### config.mk
export PLATFORM = sky130hd
export DESIGN_NAME = shape_record_to_edge_decoder_top
export DESIGN_NICKNAME = d
export VERILOG_FILES = /design/src/rtl/core/srtd_pkg.sv /design/src/rtl/core/srtd_front.sv /design/src/rtl/core/srtd_queue.sv /design/src/rtl/core/srtd_back.sv /design/src/rtl/core/shape_record_to_edge_decoder_top.sv
export SDC_FILE = /design/constraint.sdc
export NUM_CORES = 1
export LEC_CHECK = 0
export ABC_AREA = 1
export BUFFER_PORTS_ARGS = -buffer_cell sky130_fd_sc_hd__buf_4
export CAP_MARGIN = 0
export CORE_ASPECT_RATIO = 1.5
export CORE_MARGIN = 2
export CORE_UTILIZATION = 50
export DETAILED_ROUTE_END_ITERATION = 8
export GPL_ROUTABILITY_DRIVEN = 0
export PLACE_DENSITY = 0.83
export SYNTH_ARGS = -nofsm -noshare
export SYNTH_HDL_FRONTEND = slang
export SYNTH_SLANG_ARGS = --single-unit
### constraint.sdc
create_clock -name clk -period 12.4 [get_ports clk]
set_input_delay 1.86 -clock clk [delete_from_list [all_inputs] [get_ports clk]]
set_output_delay 1.86 -clock clk [all_outputs]
set_load 0.005 [all_outputs]
### src/rtl/core/srtd_pkg.sv
// shared types and constants for the shape record to edge decoder
`timescale 1ns / 1ps
package srtd_pkg;

	localparam int COORD_BITS_DEF = 32;
	localparam int WORD_W         = 32;
	localparam int STYLE_W        = 16;
	localparam int BANK_W         = 8;
	localparam int FLAGS_W        = 6;
	localparam int QUEUE_DEPTH    = 2;
	localparam int PADDR_W        = 4;
	localparam int PDATA_W        = 32;

	// change flag bit positions
	localparam int FLG_MOVE    = 0;
	localparam int FLG_FILLTAB = 1;
	localparam int FLG_LINETAB = 2;
	localparam int FLG_FILL0   = 3;
	localparam int FLG_FILL1   = 4;
	localparam int FLG_LINE    = 5;

	// register indexes
	localparam logic [1:0] REG_ORIGIN_X = 2'd0;
	localparam logic [1:0] REG_ORIGIN_Y = 2'd1;
	localparam logic [1:0] REG_LINE_TAB = 2'd2;

	typedef enum logic [2:0] {
		OP_STYLE,
		OP_LINE_XY,
		OP_LINE_Y,
		OP_LINE_X,
		OP_CURVE
	} op_kind_t;

	typedef struct packed {
		op_kind_t                   kind;
		logic signed [WORD_W-1:0]   dx;
		logic signed [WORD_W-1:0]   dy;
		logic signed [WORD_W-1:0]   cdx;
		logic signed [WORD_W-1:0]   cdy;
		logic [FLAGS_W-1:0]         flags;
		logic [STYLE_W-1:0]         fill0;
		logic [STYLE_W-1:0]         fill1;
		logic [STYLE_W-1:0]         line;
	} op_t;

	typedef struct packed {
		logic                       wr_x;
		logic                       wr_y;
		logic                       wr_lt;
		logic [PDATA_W-1:0]         data;
	} cfg_wr_t;

endpackage

### src/rtl/core/srtd_front.sv
// front end: accepts records and classifies them into queue operations
`timescale 1ns / 1ps
module srtd_front (
	input  logic                            in_valid,
	output logic                            in_ready,
	input  logic                            is_edge,
	input  logic                            is_straight,
	input  logic                            general_line,
	input  logic                            vertical_line,
	input  logic signed [srtd_pkg::WORD_W-1:0]  delta_x,
	input  logic signed [srtd_pkg::WORD_W-1:0]  delta_y,
	input  logic signed [srtd_pkg::WORD_W-1:0]  control_dx,
	input  logic signed [srtd_pkg::WORD_W-1:0]  control_dy,
	input  logic [srtd_pkg::FLAGS_W-1:0]    change_flags,
	input  logic [srtd_pkg::STYLE_W-1:0]    new_fill0,
	input  logic [srtd_pkg::STYLE_W-1:0]    new_fill1,
	input  logic [srtd_pkg::STYLE_W-1:0]    new_line,
	input  logic                            q_full,
	output logic                            q_push,
	output srtd_pkg::op_t                   q_op
);
	import srtd_pkg::*;

	op_kind_t kind;

	always_comb begin
		if (!is_edge) begin
			kind = OP_STYLE;
		end else if (!is_straight) begin
			kind = OP_CURVE;
		end else if (general_line) begin
			kind = OP_LINE_XY;
		end else if (vertical_line) begin
			kind = OP_LINE_Y;
		end else begin
			kind = OP_LINE_X;
		end
	end

	assign in_ready = !q_full;
	assign q_push   = in_valid && !q_full;

	always_comb begin
		q_op.kind  = kind;
		q_op.dx    = delta_x;
		q_op.dy    = delta_y;
		q_op.cdx   = control_dx;
		q_op.cdy   = control_dy;
		q_op.flags = change_flags;
		q_op.fill0 = new_fill0;
		q_op.fill1 = new_fill1;
		q_op.line  = new_line;
	end

endmodule

### src/rtl/core/srtd_queue.sv
// short queue of classified operations between front and back end
`timescale 1ns / 1ps
module srtd_queue #(
	parameter int DEPTH = srtd_pkg::QUEUE_DEPTH
) (
	input  logic           clk,
	input  logic           arst_n,
	input  logic           push,
	input  srtd_pkg::op_t  push_op,
	output logic           full,
	input  logic           pop,
	output logic           not_empty,
	output srtd_pkg::op_t  head_op
);
	import srtd_pkg::*;

	localparam int PW = (DEPTH > 1) ? $clog2(DEPTH) : 1;
	localparam int CW = $clog2(DEPTH + 1);

	op_t           slot_q [DEPTH];
	logic [PW-1:0] wr_ptr_q;
	logic [PW-1:0] rd_ptr_q;
	logic [CW-1:0] count_q;
	logic          do_push;
	logic          do_pop;

	assign full      = (count_q == CW'(DEPTH));
	assign not_empty = (count_q != '0);
	assign do_push   = push && !full;
	assign do_pop    = pop && not_empty;
	assign head_op   = slot_q[rd_ptr_q];

	always_ff @(posedge clk) begin
		if (do_push) begin
			slot_q[wr_ptr_q] <= push_op;
		end
	end

	always_ff @(posedge clk or negedge arst_n) begin
		if (!arst_n) begin
			wr_ptr_q <= '0;
			rd_ptr_q <= '0;
			count_q  <= '0;
		end else begin
			if (do_push) begin
				wr_ptr_q <= (wr_ptr_q == PW'(DEPTH - 1)) ? '0 : wr_ptr_q + 1'b1;
			end
			if (do_pop) begin
				rd_ptr_q <= (rd_ptr_q == PW'(DEPTH - 1)) ? '0 : rd_ptr_q + 1'b1;
			end
			if (do_push && !do_pop) begin
				count_q <= count_q + 1'b1;
			end else if (do_pop && !do_push) begin
				count_q <= count_q - 1'b1;
			end
		end
	end

endmodule

### src/rtl/core/srtd_back.sv
// back end: pen and style state, edge generation and output register
`timescale 1ns / 1ps
module srtd_back #(
	parameter int COORD_BITS = srtd_pkg::COORD_BITS_DEF
) (
	input  logic                                clk,
	input  logic                                arst_n,
	input  srtd_pkg::cfg_wr_t                   cfg_wr,
	input  logic                                q_not_empty,
	input  srtd_pkg::op_t                       q_head,
	output logic                                q_pop,
	output logic                                out_valid,
	input  logic                                out_ready,
	output logic signed [srtd_pkg::WORD_W-1:0]  start_x,
	output logic signed [srtd_pkg::WORD_W-1:0]  start_y,
	output logic signed [srtd_pkg::WORD_W-1:0]  ctrl_x,
	output logic signed [srtd_pkg::WORD_W-1:0]  ctrl_y,
	output logic signed [srtd_pkg::WORD_W-1:0]  end_x,
	output logic signed [srtd_pkg::WORD_W-1:0]  end_y,
	output logic                                is_curve,
	output logic [srtd_pkg::STYLE_W-1:0]        fill0_style,
	output logic [srtd_pkg::STYLE_W-1:0]        fill1_style,
	output logic [srtd_pkg::STYLE_W-1:0]        line_style_out,
	output logic [srtd_pkg::BANK_W-1:0]         fill_table_bank,
	output logic [srtd_pkg::BANK_W-1:0]         line_table_bank
);
	import srtd_pkg::*;

	logic signed [COORD_BITS-1:0] pen_x_q;
	logic signed [COORD_BITS-1:0] pen_y_q;
	logic [STYLE_W-1:0]           fill0_q;
	logic [STYLE_W-1:0]           fill1_q;
	logic [STYLE_W-1:0]           line_q;
	logic [BANK_W-1:0]            fill_bank_q;
	logic [BANK_W-1:0]            line_bank_q;
	logic                         line_known_q;

	logic                         out_valid_q;
	logic signed [WORD_W-1:0]     start_x_q;
	logic signed [WORD_W-1:0]     start_y_q;
	logic signed [WORD_W-1:0]     ctrl_x_q;
	logic signed [WORD_W-1:0]     ctrl_y_q;
	logic signed [WORD_W-1:0]     end_x_q;
	logic signed [WORD_W-1:0]     end_y_q;
	logic                         is_curve_q;
	logic [STYLE_W-1:0]           fill0_style_q;
	logic [STYLE_W-1:0]           fill1_style_q;
	logic [STYLE_W-1:0]           line_style_q;
	logic [BANK_W-1:0]            fill_bank_out_q;
	logic [BANK_W-1:0]            line_bank_out_q;

	logic                         slot_free;
	logic                         is_style;
	logic                         take_edge;
	logic                         take_style;
	logic signed [COORD_BITS-1:0] dx_c;
	logic signed [COORD_BITS-1:0] dy_c;
	logic signed [COORD_BITS-1:0] cdx_c;
	logic signed [COORD_BITS-1:0] cdy_c;
	logic signed [COORD_BITS-1:0] cx;
	logic signed [COORD_BITS-1:0] cy;
	logic signed [COORD_BITS-1:0] ex;
	logic signed [COORD_BITS-1:0] ey;
	logic                         curve;

	assign slot_free  = !out_valid_q || out_ready;
	assign is_style   = (q_head.kind == OP_STYLE);
	assign take_style = q_not_empty && is_style;
	assign take_edge  = q_not_empty && !is_style && slot_free;
	assign q_pop      = take_style || take_edge;

	assign dx_c  = q_head.dx[COORD_BITS-1:0];
	assign dy_c  = q_head.dy[COORD_BITS-1:0];
	assign cdx_c = q_head.cdx[COORD_BITS-1:0];
	assign cdy_c = q_head.cdy[COORD_BITS-1:0];

	always_comb begin
		cx    = '0;
		cy    = '0;
		ex    = pen_x_q;
		ey    = pen_y_q;
		curve = 1'b0;
		case (q_head.kind)
			OP_LINE_XY: begin
				ex = pen_x_q + dx_c;
				ey = pen_y_q + dy_c;
			end
			OP_LINE_Y: begin
				ey = pen_y_q + dy_c;
			end
			OP_LINE_X: begin
				ex = pen_x_q + dx_c;
			end
			OP_CURVE: begin
				cx    = pen_x_q + cdx_c;
				cy    = pen_y_q + cdy_c;
				ex    = cx + dx_c;
				ey    = cy + dy_c;
				curve = 1'b1;
			end
			default: begin
				ex = pen_x_q;
				ey = pen_y_q;
			end
		endcase
	end

	// pen and style state
	always_ff @(posedge clk or negedge arst_n) begin
		if (!arst_n) begin
			pen_x_q      <= '0;
			pen_y_q      <= '0;
			fill0_q      <= '0;
			fill1_q      <= '0;
			line_q       <= '0;
			fill_bank_q  <= '0;
			line_bank_q  <= '0;
			line_known_q <= 1'b0;
		end else begin
			if (cfg_wr.wr_x) begin
				pen_x_q <= cfg_wr.data[COORD_BITS-1:0];
			end
			if (cfg_wr.wr_y) begin
				pen_y_q <= cfg_wr.data[COORD_BITS-1:0];
			end
			if (cfg_wr.wr_lt) begin
				line_known_q <= cfg_wr.data[0];
			end
			if (take_edge) begin
				pen_x_q <= ex;
				pen_y_q <= ey;
			end
			if (take_style) begin
				if (q_head.flags[FLG_MOVE]) begin
					pen_x_q <= dx_c;
					pen_y_q <= dy_c;
				end
				if (q_head.flags[FLG_FILLTAB]) begin
					fill_bank_q <= fill_bank_q + 1'b1;
				end
				if (q_head.flags[FLG_LINETAB]) begin
					line_bank_q  <= line_bank_q + 1'b1;
					line_known_q <= 1'b1;
				end
				if (q_head.flags[FLG_FILL0]) begin
					fill0_q <= q_head.fill0;
				end
				if (q_head.flags[FLG_FILL1]) begin
					fill1_q <= q_head.fill1;
				end
				if (q_head.flags[FLG_LINE]) begin
					line_q <= q_head.line;
				end
			end
		end
	end

	// output register
	always_ff @(posedge clk or negedge arst_n) begin
		if (!arst_n) begin
			out_valid_q <= 1'b0;
		end else if (take_edge) begin
			out_valid_q <= 1'b1;
		end else if (out_ready) begin
			out_valid_q <= 1'b0;
		end
	end

	always_ff @(posedge clk) begin
		if (take_edge) begin
			start_x_q       <= WORD_W'(pen_x_q);
			start_y_q       <= WORD_W'(pen_y_q);
			ctrl_x_q        <= WORD_W'(cx);
			ctrl_y_q        <= WORD_W'(cy);
			end_x_q         <= WORD_W'(ex);
			end_y_q         <= WORD_W'(ey);
			is_curve_q      <= curve;
			fill0_style_q   <= fill0_q;
			fill1_style_q   <= fill1_q;
			line_style_q    <= line_known_q ? line_q : '0;
			fill_bank_out_q <= fill_bank_q;
			line_bank_out_q <= line_bank_q;
		end
	end

	assign out_valid       = out_valid_q;
	assign start_x         = start_x_q;
	assign start_y         = start_y_q;
	assign ctrl_x          = ctrl_x_q;
	assign ctrl_y          = ctrl_y_q;
	assign end_x           = end_x_q;
	assign end_y           = end_y_q;
	assign is_curve        = is_curve_q;
	assign fill0_style     = fill0_style_q;
	assign fill1_style     = fill1_style_q;
	assign line_style_out  = line_style_q;
	assign fill_table_bank = fill_bank_out_q;
	assign line_table_bank = line_bank_out_q;

endmodule

### src/rtl/core/shape_record_to_edge_decoder_top.sv
// Shape record to edge decoder: takes one shape record per cycle while the queue
// has room, and keeps a running pen. The front end classifies each record and
// writes it into a two-entry queue; the back end takes one operation per cycle
// from the queue (style change items even while the output is stalled, edges
// only while it is free), updates pen and style state and, for an edge record,
// loads the output register. Sustained rate is one item per clock unless the
// output stalls; an edge result passes a queue slot, then the output register.
// Registers: origin_x at 0x0, origin_y at 0x4, line_table_initial at 0x8.
`timescale 1ns / 1ps
module shape_record_to_edge_decoder_top #(
	parameter int COORD_BITS = srtd_pkg::COORD_BITS_DEF
) (
	input  logic                                clk,
	input  logic                                arst_n,
	input  logic                                psel,
	input  logic                                penable,
	input  logic                                pwrite,
	input  logic [srtd_pkg::PADDR_W-1:0]        paddr,
	input  logic [srtd_pkg::PDATA_W-1:0]        pwdata,
	output logic [srtd_pkg::PDATA_W-1:0]        prdata,
	output logic                                pready,
	input  logic                                in_valid,
	output logic                                in_ready,
	input  logic                                is_edge,
	input  logic                                is_straight,
	input  logic                                general_line,
	input  logic                                vertical_line,
	input  logic signed [srtd_pkg::WORD_W-1:0]  delta_x,
	input  logic signed [srtd_pkg::WORD_W-1:0]  delta_y,
	input  logic signed [srtd_pkg::WORD_W-1:0]  control_dx,
	input  logic signed [srtd_pkg::WORD_W-1:0]  control_dy,
	input  logic [srtd_pkg::FLAGS_W-1:0]        change_flags,
	input  logic [srtd_pkg::STYLE_W-1:0]        new_fill0,
	input  logic [srtd_pkg::STYLE_W-1:0]        new_fill1,
	input  logic [srtd_pkg::STYLE_W-1:0]        new_line,
	output logic                                out_valid,
	input  logic                                out_ready,
	output logic signed [srtd_pkg::WORD_W-1:0]  start_x,
	output logic signed [srtd_pkg::WORD_W-1:0]  start_y,
	output logic signed [srtd_pkg::WORD_W-1:0]  ctrl_x,
	output logic signed [srtd_pkg::WORD_W-1:0]  ctrl_y,
	output logic signed [srtd_pkg::WORD_W-1:0]  end_x,
	output logic signed [srtd_pkg::WORD_W-1:0]  end_y,
	output logic                                is_curve,
	output logic [srtd_pkg::STYLE_W-1:0]        fill0_style,
	output logic [srtd_pkg::STYLE_W-1:0]        fill1_style,
	output logic [srtd_pkg::STYLE_W-1:0]        line_style_out,
	output logic [srtd_pkg::BANK_W-1:0]         fill_table_bank,
	output logic [srtd_pkg::BANK_W-1:0]         line_table_bank
);
	import srtd_pkg::*;

	logic [PDATA_W-1:0] origin_x_q;
	logic [PDATA_W-1:0] origin_y_q;
	logic               line_tab_q;
	logic               wr_en;
	logic [1:0]         reg_idx;
	cfg_wr_t            cfg_wr;

	logic               q_full;
	logic               q_push;
	op_t                q_op;
	logic               q_pop;
	logic               q_not_empty;
	op_t                q_head;

	assign pready  = 1'b1;
	assign wr_en   = psel && penable && pwrite;
	assign reg_idx = paddr[3:2];

	always_comb begin
		cfg_wr.wr_x  = wr_en && (reg_idx == REG_ORIGIN_X);
		cfg_wr.wr_y  = wr_en && (reg_idx == REG_ORIGIN_Y);
		cfg_wr.wr_lt = wr_en && (reg_idx == REG_LINE_TAB);
		cfg_wr.data  = pwdata;
	end

	always_ff @(posedge clk or negedge arst_n) begin
		if (!arst_n) begin
			origin_x_q <= '0;
			origin_y_q <= '0;
			line_tab_q <= 1'b0;
		end else begin
			if (cfg_wr.wr_x) begin
				origin_x_q <= pwdata;
			end
			if (cfg_wr.wr_y) begin
				origin_y_q <= pwdata;
			end
			if (cfg_wr.wr_lt) begin
				line_tab_q <= pwdata[0];
			end
		end
	end

	always_comb begin
		case (reg_idx)
			REG_ORIGIN_X: prdata = origin_x_q;
			REG_ORIGIN_Y: prdata = origin_y_q;
			REG_LINE_TAB: prdata = PDATA_W'(line_tab_q);
			default:      prdata = '0;
		endcase
	end

	srtd_front u_front (
		.in_valid      (in_valid),
		.in_ready      (in_ready),
		.is_edge       (is_edge),
		.is_straight   (is_straight),
		.general_line  (general_line),
		.vertical_line (vertical_line),
		.delta_x       (delta_x),
		.delta_y       (delta_y),
		.control_dx    (control_dx),
		.control_dy    (control_dy),
		.change_flags  (change_flags),
		.new_fill0     (new_fill0),
		.new_fill1     (new_fill1),
		.new_line      (new_line),
		.q_full        (q_full),
		.q_push        (q_push),
		.q_op          (q_op)
	);

	srtd_queue #(
		.DEPTH (QUEUE_DEPTH)
	) u_queue (
		.clk       (clk),
		.arst_n    (arst_n),
		.push      (q_push),
		.push_op   (q_op),
		.full      (q_full),
		.pop       (q_pop),
		.not_empty (q_not_empty),
		.head_op   (q_head)
	);

	srtd_back #(
		.COORD_BITS (COORD_BITS)
	) u_back (
		.clk             (clk),
		.arst_n          (arst_n),
		.cfg_wr          (cfg_wr),
		.q_not_empty     (q_not_empty),
		.q_head          (q_head),
		.q_pop           (q_pop),
		.out_valid       (out_valid),
		.out_ready       (out_ready),
		.start_x         (start_x),
		.start_y         (start_y),
		.ctrl_x          (ctrl_x),
		.ctrl_y          (ctrl_y),
		.end_x           (end_x),
		.end_y           (end_y),
		.is_curve        (is_curve),
		.fill0_style     (fill0_style),
		.fill1_style     (fill1_style),
		.line_style_out  (line_style_out),
		.fill_table_bank (fill_table_bank),
		.line_table_bank (line_table_bank)
	);

endmodule

==> metrics.md, run 1 <==
| Metric | Value |
|---|---|
| Cell depth of the worst flop-to-flop path | 28 |
| Clock network power share | 0.158 |
| Initial DRT Pass Iterations | 9 |
| CTS tree | yes |
| Post-Syn Area | 0.03892 sq mm |
| Gr usage total | 0.2962 |
| Status | completed |
| Hold path start | u_back.fill0_q[2]$_DFFE_PN0P_ |
| Worst R2R Start | u_queue.rd_ptr_q$_DFFE_PN0P_ |
| First-pass GRT wire length | 177800 um |
| Asr flop ratio synth | 0.2409 |
| Internal power | 8514 uW |
| WL/cell | 22.04 um |
| Worst-Skew Late Latency | 0.65 ns |
| Post-Layout Cell Count | 5457 |
| Initial core utilization | 0.5037 |
| Die Y | 345.7 um |
| Total number of vias | 30977 |
| Syn_area_per_cell | 10.07 sq um |
| Max-slew headroom | 0.2082 |
| Worst Skew | 0.02505 ns |
| Port Buf Inserts | 517 |
| FP Rows | 125 |
| HP Class | reg2reg |
| Synthesized Nets | 4231 |
| Crit-path slowest cell | dfrtp_4 |
| Syn Inst Count | 3865 |
| #FFs+latches synth | 826 |
| GRT overflow | 0 |
| Hold Path Depth | 0 |
| Cell with the most instances after synthesis | nand2_1 |
| Cell with the most instances on the worst path | nand2_1 |
| RSZ-0062 raised after global routing | false |
| End of the worst hold path | u_back.fill0_style[2]$_DFFE_PP_ |
| GR Layer Usage met2 | 0.5063 |
| CP startpoint kind | flip-flop |
| Reg clk slew, reported paths | 0.06 ns |
| CP max stage delay | 0.73 ns |
| Final Hold Violating Endpoints | 0 |
| VDD IR max | 223.0 uV |
| Number of flops mapped to enable cells by yosys | 627 |
| Max_cap viols | 0 |
| Critical path endpoint category | flip-flop |
| Final setup TNS | 0 ns |
| Post-cts resize count | 0 |
| Largest net degree at the start of global routing | 95 |
| Critical path class | reg2reg |
| Count of cell types in the netlist | 60 |
| Filler cell count in the final layout | 6187 |
| Worst path depth | 28 |
| Worst-path fanout max | 51 |
| Vias in the first global route | 29989 |
| CTS sink cnt | 826 |
| GR Layer Usage met1 | 0.3389 |
| Final wirelength | 120300 um |
| Part of the power in registers | 0.317 |
| Final ANT Viol Nets | 0 |
| Post-synth top area share | 0.4838 |
| R2R setup slack | 5.42 ns |
| Top_reg_cell synth | edfxtp_1 |
| Post-layout util | 0.6007 |
| Die Wd | 231.8 um |
| GR Layer Usage met3 | 0.06266 |
| Sw power | 6955 uW |
| Area leader, netlist | edfxtp_1 |
| Remaining DRCs | 0 |
| Fmax | 143.3 MHz |
| Top delay family on crit path | compound AO/OA/AOI/OAI gates |
| Fin crit period | 6.976 ns |
| Initial antenna violation count | 11 |
| Switching Share | 0.4496 |
| Crit path buf inv count | 3 |
| Area post-placement | 0.04380 sq mm |
| Final Setup Violations | 0 |
| Static Leak | 0.02033 uW |
| Root Driver | clkbuf_16 |
| Arr. time, crit path | 7.36 ns |
| H-tree depth | 3 |
| Dpl cells | 5298 |
| Post-layout instance area | 0.04641 sq mm |
| Sequential share of the synthesized area | 0.6117 |
| Core ar. | 0.07726 sq mm |
| IO Pins | 521 |
| Worst r2r dst | u_back.end_y[31]$_DFFE_PP_ |
| Area growth from synthesis to layout | 19.25% |
| Ratio of cells with drive above 1 in the final layout | 0.1766 |
| Most instantiated cells after synthesis | nand2_1 (1066), edfxtp_1 (627), inv_1 (350), o21ai_0 (302), nor2_1 (245) |
| Power Dens Cells | 333.3 mW/mm^2 |
| Setup repair bufs after CTS | 0 |
| Final #Nets | 4728 |
| Area contributors post-synth | edfxtp_1 (48%), dfrtp_1 (13%), nand2_1 (10%) |
| Post-DR vias/cell | 5.677 |
| Least-Margin Pin Slew | 1.188 ns |
| Logic pwr share | 0.525 |
| Fin crit share | 0.5626 |
| Yosys warns | 0 |
| Die area | 0.08013 sq mm |
| Critical Path RT | 12.78 ns |
| Hpwl dp | 86330 um |
| Cts bufs inserted | 78 |
| Cts hold-fix bufs | 0 |
| Bufs on Longest Clock Path | 3 |
| Top Usage Layer GRT | met2 |
| Max Slew Vio Count | 0 |
| Initial drt markers | 3195 |
==> flip-flops by register name (all words and copies together), names as in the netlist, 16 cells and up <==
name and count:
u_back.pen_y_q 32, u_back.fill0_q 16, u_back.pen_x_q 32, u_back.fill1_style 16, u_back.fill0_style 16, u_back.line_q 16, u_back.end_y 32, u_back.start_x 32
u_back.line_style_out 16, u_back.ctrl_x 32, origin_x_q 32, origin_y_q 32, u_back.fill1_q 16, u_back.ctrl_y 32, u_queue.slot_q 370, u_back.start_y 32
u_back.end_x 32
==> final cells by class <==
cell class | count | area, sq um | area share
flip-flops and latches | 826 | 23810 | 0.5131
inverters | 357 | 1354 | 0.02917
repair buffers | 550 | 4136 | 0.08913
well taps | 1016 | 1271 | 0.02739
clock buffers | 96 | 2081 | 0.04483
diodes | 13 | 32.53 | 0.0007009
multi-input cells | 2549 | 13230 | 0.2850
clock inverters | 50 | 495.5 | 0.01068
==> worst max path at each step <==
stage | endpoint | slack (ns) | start
floorplan | u_queue.slot_q[1][0]$_DFFE_PP_ | 2.03 | in_valid
global placement | u_back.end_y[27]$_DFFE_PP_ | 5.79 | u_queue.rd_ptr_q$_DFFE_PN0P_
detailed placement | u_back.end_y[27]$_DFFE_PP_ | 5.68 | u_queue.rd_ptr_q$_DFFE_PN0P_
CTS | u_back.end_y[27]$_DFFE_PP_ | 5.63 | u_queue.rd_ptr_q$_DFFE_PN0P_
global route | u_back.pen_y_q[30]$_DFF_PN0_ | 5.00 | u_queue.rd_ptr_q$_DFFE_PN0P_
finish | u_back.end_y[31]$_DFFE_PP_ | 5.42 | u_queue.rd_ptr_q$_DFFE_PN0P_
==> power groups by stage <==
stage          logic, uW  clock network (uW)  registers, uW
4_1_cts             7930                2470           4890
3_3_place_gp        7650                   0           4900
2_1_floorplan       5120                   0           5020
3_5_place_dp        7860                   0           4930
6_report            8120                2440           4910
5_1_grt             8870                2570           4980
==> per-layer routing <==
metal	part of all wire	vias to the layer above	wire length (um)
met1	0.35	14594	41830
met2	0.50	1800	59580
met5	0.00011	-	13
li1	-	14164	-
met4	0.065	2	7799
met3	0.092	417	11030
==> through the flow <==
| step | hold slack, ns | total power [uW] | worst slack [ns] |
|---|---|---|---|
| after CTS | 0.4497 | 15300 | 5.629 |
| after global placement | 0.4287 | 12550 | 5.794 |
| after global routing | 0.4636 | 16430 | 5.001 |
| final | 0.4490 | 15470 | 5.424 |
| after floorplan | 0.4249 | 10140 | 2.026 |
| after detailed placement | 0.4352 | 12790 | 5.682 |
==> layout by cell type (no fill, tap or decap), drive strengths merged, types with 13 or more instances in the layout <==
cell | netlist | routed
nand2 | 1070 | 1070
edfxtp | 627 | 627
buf | 52 | 550
inv | 356 | 365
o21ai | 335 | 335
nor2 | 248 | 248
dfrtp | 199 | 199
a21oi | 190 | 190
ha | 133 | 133
nand3 | 114 | 114
clkbuf | 81 | 96
or2 | 74 | 74
a31oi | 63 | 63
o21a | 56 | 56
o21bai | 50 | 50
o22ai | 38 | 38
xor2 | 33 | 33
clkinv | 1 | 27
xnor2 | 26 | 26
nor3 | 24 | 24
a21o | 22 | 22
diode | 0 | 13
==> cell families after synthesis <==
group / after synthesis / share of synthesized area
AOI/OAI and AO/OA: 783 / 0.1157
buffers and inverters: 490 / 0.04948
muxes: 2 / 0.0005786
adders and majority gates: 137 / 0.04481
and+or+nand+nor: 1567 / 0.1643
DFF: 826 / 0.6117
other: 1 / 0.00009635
xor gates and xnor gates: 59 / 0.01328
No activity file was read; power rests on OpenSTA's default activity.
==> run 2, diff against run 1 <==
- PLACE_DENSITY: 0.83 -> 0.85
- clock period: 12.4 -> 6 ns (I/O delays scaled with it)
==> metrics.md, run 2 (same netlist as run 1, synthesis figures left out) <==
| Metric | Value |
|---|---|
| Fmax | 173.8 MHz |
| Initial drt markers | 3209 |
| Fin crit share | 0.9591 |
| Initial DRT Pass Iterations | 8 |
| Sequential cell area | 0.02381 sq mm |
| Pwr Total | 32690 uW |
| IO Pins | 521 |
| Worst Skew | 0.03016 ns |
| CTS tree | yes |
| CP max stage delay | 0.55 ns |
| Power Dens Cells | 695.9 mW/mm^2 |
| Total number of vias | 31427 |
| First-pass GRT wire length | 182200 um |
| Setup repair bufs after CTS | 0 |
| Cell with the most instances on the worst path | nand2_1 |
| Crit-path slowest cell | dfrtp_4 |
| Most common cell after layout, fill and taps aside | nand2_1 |
| Final Hold Violating Endpoints | 0 |
| CTS sink cnt | 826 |
| Die area | 0.08013 sq mm |
| Critical path endpoint category | flip-flop |
| HP Class | in2async |
| Vias in the first global route | 30960 |
| Final Setup Violations | 0 |
| Final #Nets | 4757 |
| Max-slew headroom | 0.2485 |
| Reg clk slew, reported paths | 0.06 ns |
| Switching Share | 0.4482 |
| Port Buf Inserts | 517 |
| Worst R2R Start | u_queue.rd_ptr_q$_DFFE_PN0P_ |
| Remaining DRCs | 0 |
| Sw power | 14650 uW |
| GRT overflow | 0 |
| Critical path class | reg2reg |
| Area growth from synthesis to layout | 20.70% |
| Commonest cells after routing, fill and taps aside | nand2_1 (1065), edfxtp_1 (627), buf_4 (562), inv_1 (350), o21ai_0 (301) |
| VDD IR max | 416.0 uV |
| Worst r2r dst | u_back.end_x[31]$_DFFE_PP_ |
| Cts bufs inserted | 82 |
| Internal power | 18040 uW |
| Post-layout util | 0.6080 |
| Largest net degree at the start of global routing | 113 |
| WL/cell | 22.50 um |
| H-tree depth | 3 |
| RSZ-0062 raised after global routing | false |
| Arr. time, crit path | 6.17 ns |
| Static Leak | 0.02060 uW |
| Initial antenna violation count | 17 |
| Ratio of cells with drive above 1 in the final layout | 0.1834 |
| Part of the power in registers | 0.309 |
| Top reg by flops | u_queue.slot_q |
| CP startpoint | u_queue.rd_ptr_q$_DFFE_PN0P_ |
| Logic pwr share | 0.528 |
| Cell depth of the worst flop-to-flop path | 29 |
| Worst-path fanout max | 18 |
| Initial core utilization | 0.5037 |
| Final ANT Viol Nets | 0 |
| Die Y | 345.7 um |
| Worst-Skew Late Latency | 0.68 ns |
| Post-cts resize count | 0 |
| Max_cap viols | 0 |
| Critical Path RT | 6.41 ns |
| Critical Path End | u_back.end_x[31]$_DFFE_PP_ |
| Gr usage total | 0.3054 |
| Least-Margin Pin Slew | 1.125 ns |
| Multi-input gate area | 0.01323 sq mm |
| Bufs on Longest Clock Path | 3 |
| CP startpoint kind | flip-flop |
| Fin crit period | 5.754 ns |
| Max Slew Vio Count | 0 |
| Filler cell count in the final layout | 6140 |
| FP Rows | 125 |
| R2R setup slack | 0.25 ns |
| Cts hold-fix bufs | 0 |
| Final hold slack | 0.2836 ns |
| Core ar. | 0.07726 sq mm |
| Max FFs per register | 370 |
| Hpwl dp | 88450 um |
| Final wirelength | 123600 um |
| Post-DR vias/cell | 5.722 |
| Root Driver | clkbuf_16 |
| Clock network power share | 0.163 |
| Die Wd | 231.8 um |
| Status | completed |
-- run 2: critical path: cells and delay by family, from the launching register on --
family,cells,cell delay [ns]
AND/OR/NAND/NOR,18,2.28
AO/OA/AOI/OAI,5,1.50
buffers and inverters,4,0.59
adder cells (fa/ha/maj),2,0.57
flip-flops,1,0.55
-- run 2: area by class of cell --
type,count,area share
Sequential cell,826,0.5069
Timing Repair Buffer,575,0.09525
Multi-Input combinational cell,2549,0.2816
Inverter,357,0.02882
Tap cell,1016,0.02706
Antenna cell,15,0.0007991
Clock buffer,103,0.04643
Clock inverter,51,0.01313
-- run 2: power groups by stage --
stage | Clock, uW | Sequential, uW | Combinational [uW]
finish | 5330 | 10100 | 17200
floorplan | 0 | 10100 | 10600
global placement | 0 | 10100 | 16200
CTS | 5400 | 10100 | 16800
global route | 5600 | 10300 | 18800
detailed placement | 0 | 10100 | 16600
-- run 2: stage by stage --
step / TNS, ns / area [sq um] / instances / setup WS (ns)
floorplan: -102.04 / 38930 / 3865 / -0.2846
global placement: 0 / 44140 / 5323 / 0.6211
detailed placement: 0 / 44140 / 5323 / 0.5287
CTS: 0 / 46940 / 5477 / 0.5075
global route: 0 / 46970 / 5491 / 0.02395
finish: 0 / 46980 / 5492 / 0.2455
-- run 2: worst min-delay path by stage --
stage / startpoint / endpoint / slack, ns / depth (start not counted)
floorplan: u_back.line_bank_q[5]$_DFFE_PN0P_ / u_back.line_table_bank[5]$_DFFE_PP_ / 0.42 / 0
global placement: u_back.fill0_q[3]$_DFFE_PN0P_ / u_back.fill0_style[3]$_DFFE_PP_ / 0.43 / 0
detailed placement: u_back.fill0_q[6]$_DFFE_PN0P_ / u_back.fill0_style[6]$_DFFE_PP_ / 0.43 / 0
CTS: arst_n / u_back.out_valid$_DFFE_PN0P_ / 0.31 / 1
global route: arst_n / u_back.line_bank_q[7]$_DFFE_PN0P_ / 0.34 / 1
finish: arst_n / u_back.line_bank_q[7]$_DFFE_PN0P_ / 0.28 / 1
-- run 2: metal layers --
metal,global-route usage,share of wire
met1,0.3405,0.34
met2,0.5120,0.49
met3,0.07404,0.099
met4,0.2114,0.072
met5,0,0.000089
